===== src/rtl/swsw_ram.sv =====
// Simple dual-port synchronous RAM, one write and one registered read port.
// No dependencies.
module swsw_ram #(
  parameter int DEPTH = 64,
  parameter int AW    = 6,
  parameter int DW    = 8
) (
  input  logic          clk,
  input  logic          we,
  input  logic [AW-1:0] waddr,
  input  logic [DW-1:0] wdata,
  input  logic [AW-1:0] raddr,
  output logic [DW-1:0] rdata
);

  logic [DW-1:0] mem [DEPTH];

  always_ff @(posedge clk) begin
    if (we) begin
      mem[waddr] <= wdata;
    end
  end

  always_ff @(posedge clk) begin
    rdata <= mem[raddr];
  end

endmodule


===== config.mk =====
export PLATFORM = sky130hd
export DESIGN_NAME = swsw_ram
export DESIGN_NICKNAME = d
export VERILOG_FILES = /design/src/rtl/swsw_ram.sv
export SDC_FILE = /design/constraint.sdc
export NUM_CORES = 1
export LEC_CHECK = 0
export BUFFER_PORTS_ARGS = -buffer_cell sky130_fd_sc_hd__buf_2
export CORE_UTILIZATION = 60
export DETAILED_ROUTE_END_ITERATION = 12
export PLACE_DENSITY = 0.76
export SYNTH_ARGS = -nofsm -noshare
export SYNTH_HDL_FRONTEND = slang
export SYNTH_SLANG_ARGS = --single-unit

===== constraint.sdc =====
create_clock -name clk -period 5.08 [get_ports clk]
set_input_delay 0.508 -clock clk [delete_from_list [all_inputs] [get_ports clk]]
set_output_delay 0.508 -clock clk [all_outputs]
set_load 0.02 [all_outputs]

== Yosys cells after proc, flatten, opt, wreduce, memory -nomap -nowiden ==
Memory sizes are Yosys's and may differ from the RTL's. A register that Yosys moved wholly into a read port is not among the register bits.
Cells that the tools add are included.

* Mux-type cells: 2

{| class="wikitable"
|+ Operators with widths
! kind !! count
|-
| $mux 1 || 2
|}

* Bits of input ports: 22
* Memories kept: 1
* Memory bits (writable): 512
* Register bits after elaboration: 0

{| class="wikitable"
|+ Memory list
! name !! depth !! width !! read ports !! clocked after Yosys merged registers in !! wr ports !! line !! source
|-
| mem || 64 || 8 || 1 || 1 || 1 || 16 || <nowiki>logic [DW-1:0] mem [DEPTH];</nowiki>
|}

== Logic depth before layout (Yosys ltp) ==
Gate-level depths: netlist of run 1.

* Depth in word-level cells: 2
* Depth in mapped cells: 9
* Depth with buffers taken out: 5

== Worst setup path after synthesis of run 1 ==
OpenSTA, ideal clock, no wires.

* Path type: input-to-reg
* From: in raddr[1]
* To: reg rdata[3] (read register of mem)
* Stages: 7
* Data arrival time: 2.048 ns
* Path slack: 2.904 ns
* Path through: buf_4 > buf_2 > buf_2 > mux4_2 > mux4_2 > o21ai_1 > o41ai_1

{| class="wikitable"
|+ RTL lines
! element !! line !! source
|-
| start, declared || 12 || <nowiki>input logic [AW-1:0] raddr,</nowiki>
|-
| end, declared || 13 || <nowiki>output logic [DW-1:0] rdata</nowiki>
|}

==> results.md, run 1 <==
* Run status: finished, final reports clean
* Total of max-cap violations at 0
* Gpl congestion at 0.798
* Slew @ Worst Pin at 1.28 ns
* Cells after Synth at 940
* Critical Path RT at 5.49 ns
* DP Area at 20700 µm²
* ANT nets after route at 0
* Worst R2R Setup Slack at 2.83 ns
* Prevailing post-synth register cell: edfxtp_1
* Most frequent cells in the layout: edfxtp_1, mux4_2, nor2_1, clkbuf_16, buf_2
* First-pass GRT wire length at 62800 µm
* FMAX at 0.366 GHz
* Post-layout min period at 2.73 ns
* Terminus of the critical flop-to-flop path: rdata[3]
* I/O pin count at 30
* Worst r2r src: mem[3][3]
* Worst-Skew Late Latency at 0.57 ns
* Critical Path Sink Type: flip-flop
* Routed vias/inst at 6.56
* CTS clock-pin slew for the worst setup and hold paths at 0.06 ns
* Nets at 1006
* Clock skew at 0.0184 ns
* Storage element area at 15500 µm²
* Post-synth EDFFs at 512
* Average wire per standard cell at 28.9 µm
* Number of fill cells at 1990
* Final Max Tran Viols at 0
* Die Span X at 185 µm
* Ys Warns at 0
* HPWL Detailed at 24900 µm
* Net Sw Frac at 20.1%
* Setup crit start: raddr[0]
* Worst-path fanout max at 70
* Setup TNS at 0 ns
* Vias in the first global route at 9725
* Final core utilization at 68.1%
* Die area at 34300 µm²
* Antenna violations before repair at 5
* Via Count at 9634
* Die Y at 185 µm
* Reg power frac at 53.5%
* Total iterations of the first detailed-routing run at 7
* Final worst path period share at 53.8%
* Core area at 32800 µm²
* Power Dens Cells at 399 nW/µm²
* Crit path capture: rdata[4]
* Syn-to-layout area delta at 10.7%
* Peak VDD IR at 279 µV
* Leak pwr at 6.95 nW
* Sequential area share after synthesis at 77.0%
* Largest net degree at the start of global routing at 71
* Final setup fails at 0
* Area of the multi-input gates at 4320 µm²
* Hold Crit Depth at 3
* Initial DRC count at 1090
* Starting Density at 61.5%
* Post-CTS sizing at 0
* CP startpoint kind: input port
* CTS max path bufs at 3
* Mapped Nets at 962
* FFs w/ async S/R, synth at 0%
* GR Overflow Total at 0
* Post-route design area at 22300 µm²
* Ratio of cells with drive above 1 in the final layout at 24.5%
* FP Rows at 66
* Most common cell after layout, fill and taps aside: edfxtp_1
* Comb pwr share at 4.8%
* R2R cell count at 4
* Syn avg cell area at 21.5 µm²
* Yosys reg bits at 520
* Clk pwr share at 41.8%
* Post-synth design cell area at 20200 µm²
* CTS tree: yes
* Clk sinks at 520
* H-tree levels at 2
* Detailed Route WL at 42400 µm
* Hold Slack at 0.391 ns
* Postcts setup bufs at 0
* CTS Buf Count at 50
* Arrival time worst endpoint at 3.14 ns
* Total Routing Usage GR at 25.9%
* Port Buffers at 29
* Power Total at 8.91 mW
* Hold buffers post-CTS at 0
* Type of the worst min-delay path: in -> reg
* Relative slew slack at 14.6%
* Type of the worst setup path: in -> reg
* Distinct cell type count after synthesis at 40
* Drc violations at 0
* Setup repair after global routing missed its margin: no
* Root buf cell: clkbuf_16
* Net load switching power at 1.79 mW
* Hold Vio Cnt, Final at 0
* Internal Power at 7.12 mW
[through the flow]
| step | setup slack (ns) | std cells |
|---|---|---|
| after CTS | 2.37 | 1466 |
| final | 2.35 | 1469 |
| after global routing | 2.24 | 1467 |
| after detailed placement | 1.81 | 1374 |
| after global placement | 1.82 | 1374 |
| after floorplan | 2.90 | 940 |
[cells in the mapped netlist, types with 8 or more instances]
cell type | n | area, µm²
edfxtp_1 | 512 | 15400
mux4_2 | 126 | 2840
nor2_1 | 83 | 312
mux2i_1 | 23 | 230
nand2_1 | 19 | 71.3
clkbuf_1 | 17 | 63.8
nor2b_1 | 14 | 87.6
buf_4 | 13 | 97.6
mux2_2 | 13 | 146
nand3_1 | 13 | 65.1
buf_2 | 11 | 55.1
dfxtp_1 | 8 | 160
o221ai_1 | 8 | 70.1
o22ai_1 | 8 | 50.1
[worst max-delay path: stages]
cell and delay [ns]:
clkbuf_8 0.62, buf_4 0.54, mux2_2 0.40, o221ai_1 0.17, nor2_1 0.09, nor3_1 0.49, o32ai_1 0.18
[logic make-up after synthesis]
family	after synthesis	synth area share [%]
buf+inv	51	1.57
simple gates	153	3.39
mux	162	15.9
compound gates	54	2.07
flops	520	77.0
[how the worst min path moves through the flow]
stage           endpoint        from
5_1_grt         rdata[0]    raddr[5]
6_report        rdata[0]    raddr[5]
4_1_cts         rdata[0]    raddr[5]
2_1_floorplan  mem[0][0]    wdata[0]
3_3_place_gp    rdata[1]  mem[34][1]
3_5_place_dp    rdata[2]  mem[35][2]
[layer usage]
layer | vias up | share of wire (%) | global-route usage, %
li1 | 4023 | - | -
met2 | 524 | 48 | 39.8
met1 | 4991 | 40 | 37.9
met5 | - | 0.064 | 0
met3 | 92 | 8.9 | 4.72
met4 | 4 | 3.1 | 8.93
[flip-flops by register name, summed over array words and instances (netlist names)]
register  cells
mem         512
rdata         8
[area by class of cell]
cell class	instances	area share (%)
multi-input cells	369	19.3
diodes	3	0.0336
clock buffers	67	6.22
repair buffers	43	1.18
flip-flops and latches	520	69.6
clock inverters	25	1.18
well taps	442	2.48
[power by group through the flow]
| stage | logic [mW] | registers, mW | clock network [mW] |
|---|---|---|---|
| after CTS | 0.427 | 4.77 | 3.75 |
| after floorplan | 0.253 | 4.86 | 0 |
| final | 0.424 | 4.77 | 3.73 |
| after detailed placement | 0.425 | 4.86 | 0 |
| after global routing | 0.449 | 4.77 | 3.91 |
| after global placement | 0.414 | 4.86 | 0 |
(Power assumes the default switching activity.)
==> run 2, diff against run 1 <==
ABC_AREA = 1   (was not set)
clock period = 2.8 ns   (was 5.08 ns; I/O delays follow)
==> run 2 against run 1 <==
Effect of this change: final cell count increased by 60%; first-iteration DRC count rose by 67%; area after synthesis rose by 5.8%; sequential cell count stayed put; core utilization is 0.077 points higher; via count up 49%; global-route usage increased by 4.1 points; critical endpoint is now mem[1][5]; largest power group unchanged.
==> results.md, run 2 <==
* Relative slew slack at 45.4% (was 14.6%)
* H-tree levels at 2 (unchanged)
* Hold Slack at 0.0843 ns (was 0.391 ns)
* Postcts setup bufs at 0 (unchanged)
* Final setup fails at 0 (unchanged)
* Post-synth EDFFs at 512 (unchanged)
* Total of max-cap violations at 0 (unchanged)
* Critical Path Sink Type: flip-flop (unchanged)
* Ratio of cells with drive above 1 in the final layout at 9.76% (was 24.5%)
* Drc violations at 0 (unchanged)
* Most common cell after layout, fill and taps aside: nand2_1 (was edfxtp_1)
* Power Dens Cells at 701 nW/µm² (was 399 nW/µm²)
* Ys Warns at 0 (unchanged)
* Most frequent cells in the layout: nand2_1, edfxtp_1, nand3_1, buf_4, nor2_1 (was edfxtp_1, mux4_2, nor2_1, clkbuf_16, buf_2)
* Setup TNS at 0 ns (unchanged)
* Initial DRC count at 1816 (was 1090)
* Biggest regs: mem x512, rdata x8 (unchanged)
* Synth top cells by count: nand2_1, edfxtp_1, nand3_1, nor2_1, buf_2 (was edfxtp_1, mux4_2, nor2_1, mux2i_1, nand2_1)
* Hold Vio Cnt, Final at 0 (unchanged)
* Max reg flops at 512 (unchanged)
* Clk sinks at 520 (unchanged)
* Pre-CTS setup slack at 0.605 ns (was 1.81 ns)
* Worst-path fanout max at 9 (was 70)
* Prevailing post-synth register cell: edfxtp_1 (unchanged)
* Top-count cell post-synth: nand2_1 (was edfxtp_1)
* Via Count at 14300 (was 9634)
* Final worst path period share at 60.7%
* FP Rows at 68 (was 66)
* Die Y at 191 µm (was 185 µm)
* Top reg by flops: mem (unchanged)
* Yosys reg bits at 520 (unchanged)
* Syn-to-layout area delta at 11.2% (was 10.7%)
* Peak VDD IR at 525 µV (was 279 µV)
* Die area at 36300 µm² (was 34300 µm²)
* Antenna cells at 0 (was 3)
* Mapped Nets at 1827 (was 962)
* GR Overflow Total at 0 (unchanged)
* Post-CTS sizing at 0 (unchanged)
* Root buf cell: clkbuf_16 (unchanged)
* FFs w/ async S/R, synth at 0% (unchanged)
* Port Buffers at 29 (unchanged)
* I/O pin count at 30 (unchanged)
* CTS clock-pin slew for the worst setup and hold paths at 0.06 ns (about the same)
* Nets at 1876 (was 1006)
* Slack of the critical path at 1.10 ns (was 2.35 ns)
* Hold Crit Depth at 3 (unchanged)
* Core area at 34800 µm² (was 32800 µm²)
* Cells after Synth at 1805 (was 940)
* Clock skew at 0.0199 ns (was 0.0184 ns)
* Gpl congestion at 0.921 (was 0.798)
* R2R cell count at 8 (was 4)
* Die Span X at 191 µm (was 185 µm)
* Ranking of synthesized cells by area: edfxtp_1, nand2_1, nand3_1 (was edfxtp_1, mux4_2, nor2_1)
* Worst-Skew Late Latency at 0.57 ns (about the same)
* Leak pwr at 8.66 nW (was 6.95 nW)
* Starting Density at 61.3% (was 61.5%)
* Average wire per standard cell at 22.5 µm (was 28.9 µm)
* Critical Path RT at 3.00 ns (was 5.49 ns)
* Largest net degree at the start of global routing at 129 (was 71)
* Hold buffers post-CTS at 1 (was 0)
* Slew @ Worst Pin at 0.817 ns (was 1.28 ns)
* Total iterations of the first detailed-routing run at 6 (was 7)
* Type of the worst min-delay path: in -> reg (unchanged)
* Total Routing Usage GR at 30.0% (was 25.9%)
* Sequential area share after synthesis at 72.8% (was 77.0%)
* Detailed Route WL at 52800 µm (was 42400 µm)
* Run status: finished, final reports clean (unchanged)
* Vias in the first global route at 13700 (was 9725)
* First-pass GRT wire length at 80800 µm (was 62800 µm)
* CTS tree: yes (unchanged)
* Setup repair after global routing missed its margin: no (unchanged)
* Area fraction of the dominant cell type after synthesis at 72.0% (was 76.2%)
* Post-synth design cell area at 21300 µm² (was 20200 µm²)
* Post-layout min period at 1.70 ns
* CTS max path bufs at 3 (unchanged)
* CP startpoint kind: input port (unchanged)
* CTS Buf Count at 51 (was 50)
* Routed vias/inst at 6.10 (was 6.56)
* Syn avg cell area at 11.8 µm² (was 21.5 µm²)
* FMAX at 0.588 GHz
* Type of the worst setup path: in -> reg (unchanged)
* ANT nets after route at 0 (unchanged)
* Antenna violations before repair at 0 (was 5)
* Final Max Tran Viols at 0 (unchanged)
* Distinct cell type count after synthesis at 16 (was 40)
* Synth area leader: edfxtp_1 (unchanged)
* HPWL Detailed at 31500 µm (was 24900 µm)
* Arrival time worst endpoint at 1.90 ns (was 3.14 ns)
run 2: worst max-delay path: stages:
cell and delay (ns):
buf_2 0.15, inv_1 0.20, nand4_1 0.53, nor2_1 0.74
run 2: worst paths after layout:
kind | startpoint | endpoint | slack, ns
setup / recovery | waddr[1] | mem[1][5] | 1.10
hold / removal | raddr[5] | rdata[4] | 0.08
setup reg to reg | mem[52][3] | rdata[3] | 1.29
hold reg to reg | mem[12][3] | rdata[3] | 0.82
run 2: cell type report:
type / instances / area [µm²]
repair buffers: 109 / 920
clock buffers: 65 / 1370
well taps: 455 / 569
flip-flops and latches: 520 / 15500
multi-input cells: 1160 / 4950
clock inverters: 30 / 333
inverters: 12 / 52.6
fillers: 2385 / 11100
run 2: logic make-up (layout without fill, tap and decap cells):
family                 count (synthesis)  count (layout)  share of synthesized area (%)
DFF                                  520             520                           72.8
and+or+nand+nor                     1160            1160                           23.2
buffers and inverters                125             216                           4.02
run 2: layer usage:
layer | global-route usage [%] | vias to the layer above | wire (µm)
met1 | 41.8 | 6862 | 20000
li1 | - | 6447 | -
met5 | 0 | - | 0
met4 | 10.7 | 0 | 1790
met2 | 48.6 | 902 | 25600
met3 | 4.36 | 121 | 5440
run 2: power by group:
| part | leakage (nW) | switching (mW) | internal, mW |
|---|---|---|---|
| clock | 0.827 | 2.84 | 4.11 |
| combinational | 3.16 | 0.777 | 0.271 |
| sequential | 4.67 | 0.0237 | 8.61 |
run 2: per-stage QoR:
step                total power [mW]  utilization, %  cell area [µm²]  instances
floorplan                       9.42               -            21300       1805
global placement                9.81            63.3            22000       2255
detailed placement              9.83            63.3            22000       2255
CTS                             16.6            68.2            23700       2351
global route                    17.0            68.2            23700       2351
finish                          16.6            68.2            23700       2351
==> run 3, diff against run 2 <==
clock period = 1.8 ns   (was 2.8 ns; I/O delays follow)
==> run 3 against run 2 <==
Effect of this change: via count barely moved; clock skew grew 0.0027 ns; global-route usage fell by 0.95 points; final area up 0.85%; final cell count is 1.3% higher; setup slack worse by 0.69 ns; combinational power increased by 57%.
==> results.md, run 3 (synthesized netlist as in run 2, its figures left out) <==
* Vias in the first global route at 13900 (was 13700)
* Slowest CP cell: dfxtp_1 (was nor2_1)
* Type of the worst min-delay path: in -> reg (unchanged)
* Relative slew slack at 50.8% (was 45.4%)
* Ratio of cells with drive above 1 in the final layout at 11.0% (was 9.76%)
* Delay-heaviest family, CP: flip-flops (was simple AND/OR/NAND/NOR gates)
* CP Cell Sequence: buf_2 (was buf_2 -> inv_1 -> nand4_1 -> nor2_1)
* Slew @ Worst Pin at 0.737 ns (was 0.817 ns)
* Port Buffers at 29 (unchanged)
* Core area at 34800 µm² (unchanged)
* Total iterations of the first detailed-routing run at 5 (was 6)
* CP startpoint kind: flip-flop (was input port)
* CTS tree: yes (unchanged)
* Final core utilization at 68.8% (was 68.2%)
* Crit path buffers/inverters at 1 (was 2)
* I/O pin count at 30 (unchanged)
* Root buf cell: clkbuf_16 (unchanged)
* Worst-path fanout max at 1 (was 9)
* Gpl congestion at 0.934 (was 0.921)
* Critical Path Sink Type: primary output (was flip-flop)
* Critical Path RT at 1.62 ns (was 3.00 ns)
* FP Rows at 68 (unchanged)
* Top reg by flops: mem (unchanged)
* Worst-Skew Late Latency at 0.58 ns (was 0.57 ns)
* Power Dens Cells at 1050 nW/µm² (was 701 nW/µm²)
* DP Area at 22400 µm² (was 22000 µm²)
* Most frequent cells in the layout: nand2_1, edfxtp_1, nand3_1, buf_4, nor2_1 (unchanged)
* Drc violations at 0 (unchanged)
* Fin cells at 2381 (was 2351)
* CP peak stage delay at 0.43 ns (was 0.74 ns)
* Most common cell after layout, fill and taps aside: nand2_1 (unchanged)
* Post-route design area at 23900 µm² (was 23700 µm²)
* Final Max Tran Viols at 0 (unchanged)
* Clock skew at 0.0226 ns (was 0.0199 ns)
* Setup TNS at 0 ns (unchanged)
* Clk sinks at 520 (unchanged)
* Total Routing Usage GR at 29.0% (was 30.0%)
* Peak VDD IR at 771 µV (was 525 µV)
* Arrival time worst endpoint at 1.21 ns (was 1.90 ns)
* Antenna violations before repair at 2 (was 0)
* Largest net degree at the start of global routing at 87 (was 129)
* Die Y at 191 µm (unchanged)
* Power Total at 25.1 mW (was 16.6 mW)
* Placed insts at 2287 (was 2255)
* Hold Vio Cnt, Final at 0 (unchanged)
* Via Count at 14300 (about the same)
* Syn-to-layout area delta at 12.1% (was 11.2%)
* ANT nets after route at 0 (unchanged)
* Number of fill cells at 2398 (was 2385)
* HPWL Detailed at 30000 µm (was 31500 µm)
* GR Overflow Total at 0 (unchanged)
* Total of max-cap violations at 0 (unchanged)
* Nets at 1907 (was 1876)
* Biggest regs: mem x512, rdata x8 (unchanged)
* CTS clock-pin slew for the worst setup and hold paths at 0.06 ns (about the same)
* Setup repair after global routing missed its margin: no (unchanged)
* CTS Buf Count at 50 (was 51)
* Initial DRC count at 1793 (was 1816)
* Post-layout min period at 1.39 ns
* Max reg flops at 512 (unchanged)
* Post-CTS sizing at 0 (unchanged)
* H-tree levels at 2 (unchanged)
* Leak pwr at 8.80 nW (was 8.66 nW)
* Starting Density at 61.3% (unchanged)
* Routed vias/inst at 6.02 (was 6.10)
* Die Span X at 191 µm (unchanged)
* CTS max path bufs at 3 (unchanged)
* Final worst path period share at 77.2%
* Average wire per standard cell at 21.5 µm (was 22.5 µm)
* Run status: finished, final reports clean (unchanged)
* Final setup fails at 0 (unchanged)
* Detailed Route WL at 51200 µm (was 52800 µm)
* Postcts setup bufs at 0 (unchanged)
* Die area at 36300 µm² (unchanged)
* First-pass GRT wire length at 78700 µm (was 80800 µm)
* FMAX at 0.720 GHz
* Type of the worst setup path: reg -> out (was in -> reg)
run 3: cell count changes in the layout (fill, tap and decap cells not counted):
cell / change
buf_4: +23
diode_2: +2
clkbuf_16: -3
bufinv_16: -3
clkbuf_1: -3
clkinv_1: +5
inv_6: +2
clkinvlp_4: -2
buf_12: +9
run 3: path summary, 6_finish.rpt:
| kind | from | cells after the start | slack, ns | to |
|---|---|---|---|---|
| min reg2reg | mem[16][2] | 8 | 0.81 | rdata[2] |
| min | wdata[5] | 1 | 0.11 | mem[27][5] |
| max reg2reg | mem[54][6] | 8 | 0.49 | rdata[6] |
| max | rdata[3] | 1 | 0.41 | rdata[3] |
run 3: power by group:
group / internal [mW] / switching (mW)
logic: 0.459 / 1.19
registers: 13.4 / 0.0490
clock network: 5.67 / 4.32
total: 19.5 / 5.56
run 3: stage by stage:
stage               hold slack, ns  worst slack (ns)
floorplan                    0.279            -0.146
global placement             0.544             0.170
detailed placement           0.537             0.143
CTS                          0.111             0.433
global route                 0.115             0.356
finish                       0.108             0.410
run 3: routing by layer:
metal  up-vias  wire (µm)  GRT usage [%]
met3       110       4930           4.21
met5         -          0              0
met1      6958      20000           40.8
li1       6502          -              -
met2       768      24600           46.7
met4         0       1570           10.4
run 3: what timing repair did:
item / 4_1_cts / 5_1_grt
endpoints found under the hold margin: 6 / 0
endpoints found under the setup margin: 0 / 0
hold buffers: 1 / 0
run 3: cell type report:
cell class | count | area (µm²) | area share (%)
Antenna cell | 2 | 5.00 | 0.0209
Inverter | 12 | 52.6 | 0.220
Multi-Input combinational cell | 1160 | 4950 | 20.7
Clock buffer | 59 | 1280 | 5.37
Tap cell | 455 | 569 | 2.38
Sequential cell | 520 | 15500 | 64.9
Clock inverter | 32 | 264 | 1.10
Timing Repair Buffer | 141 | 1270 | 5.32
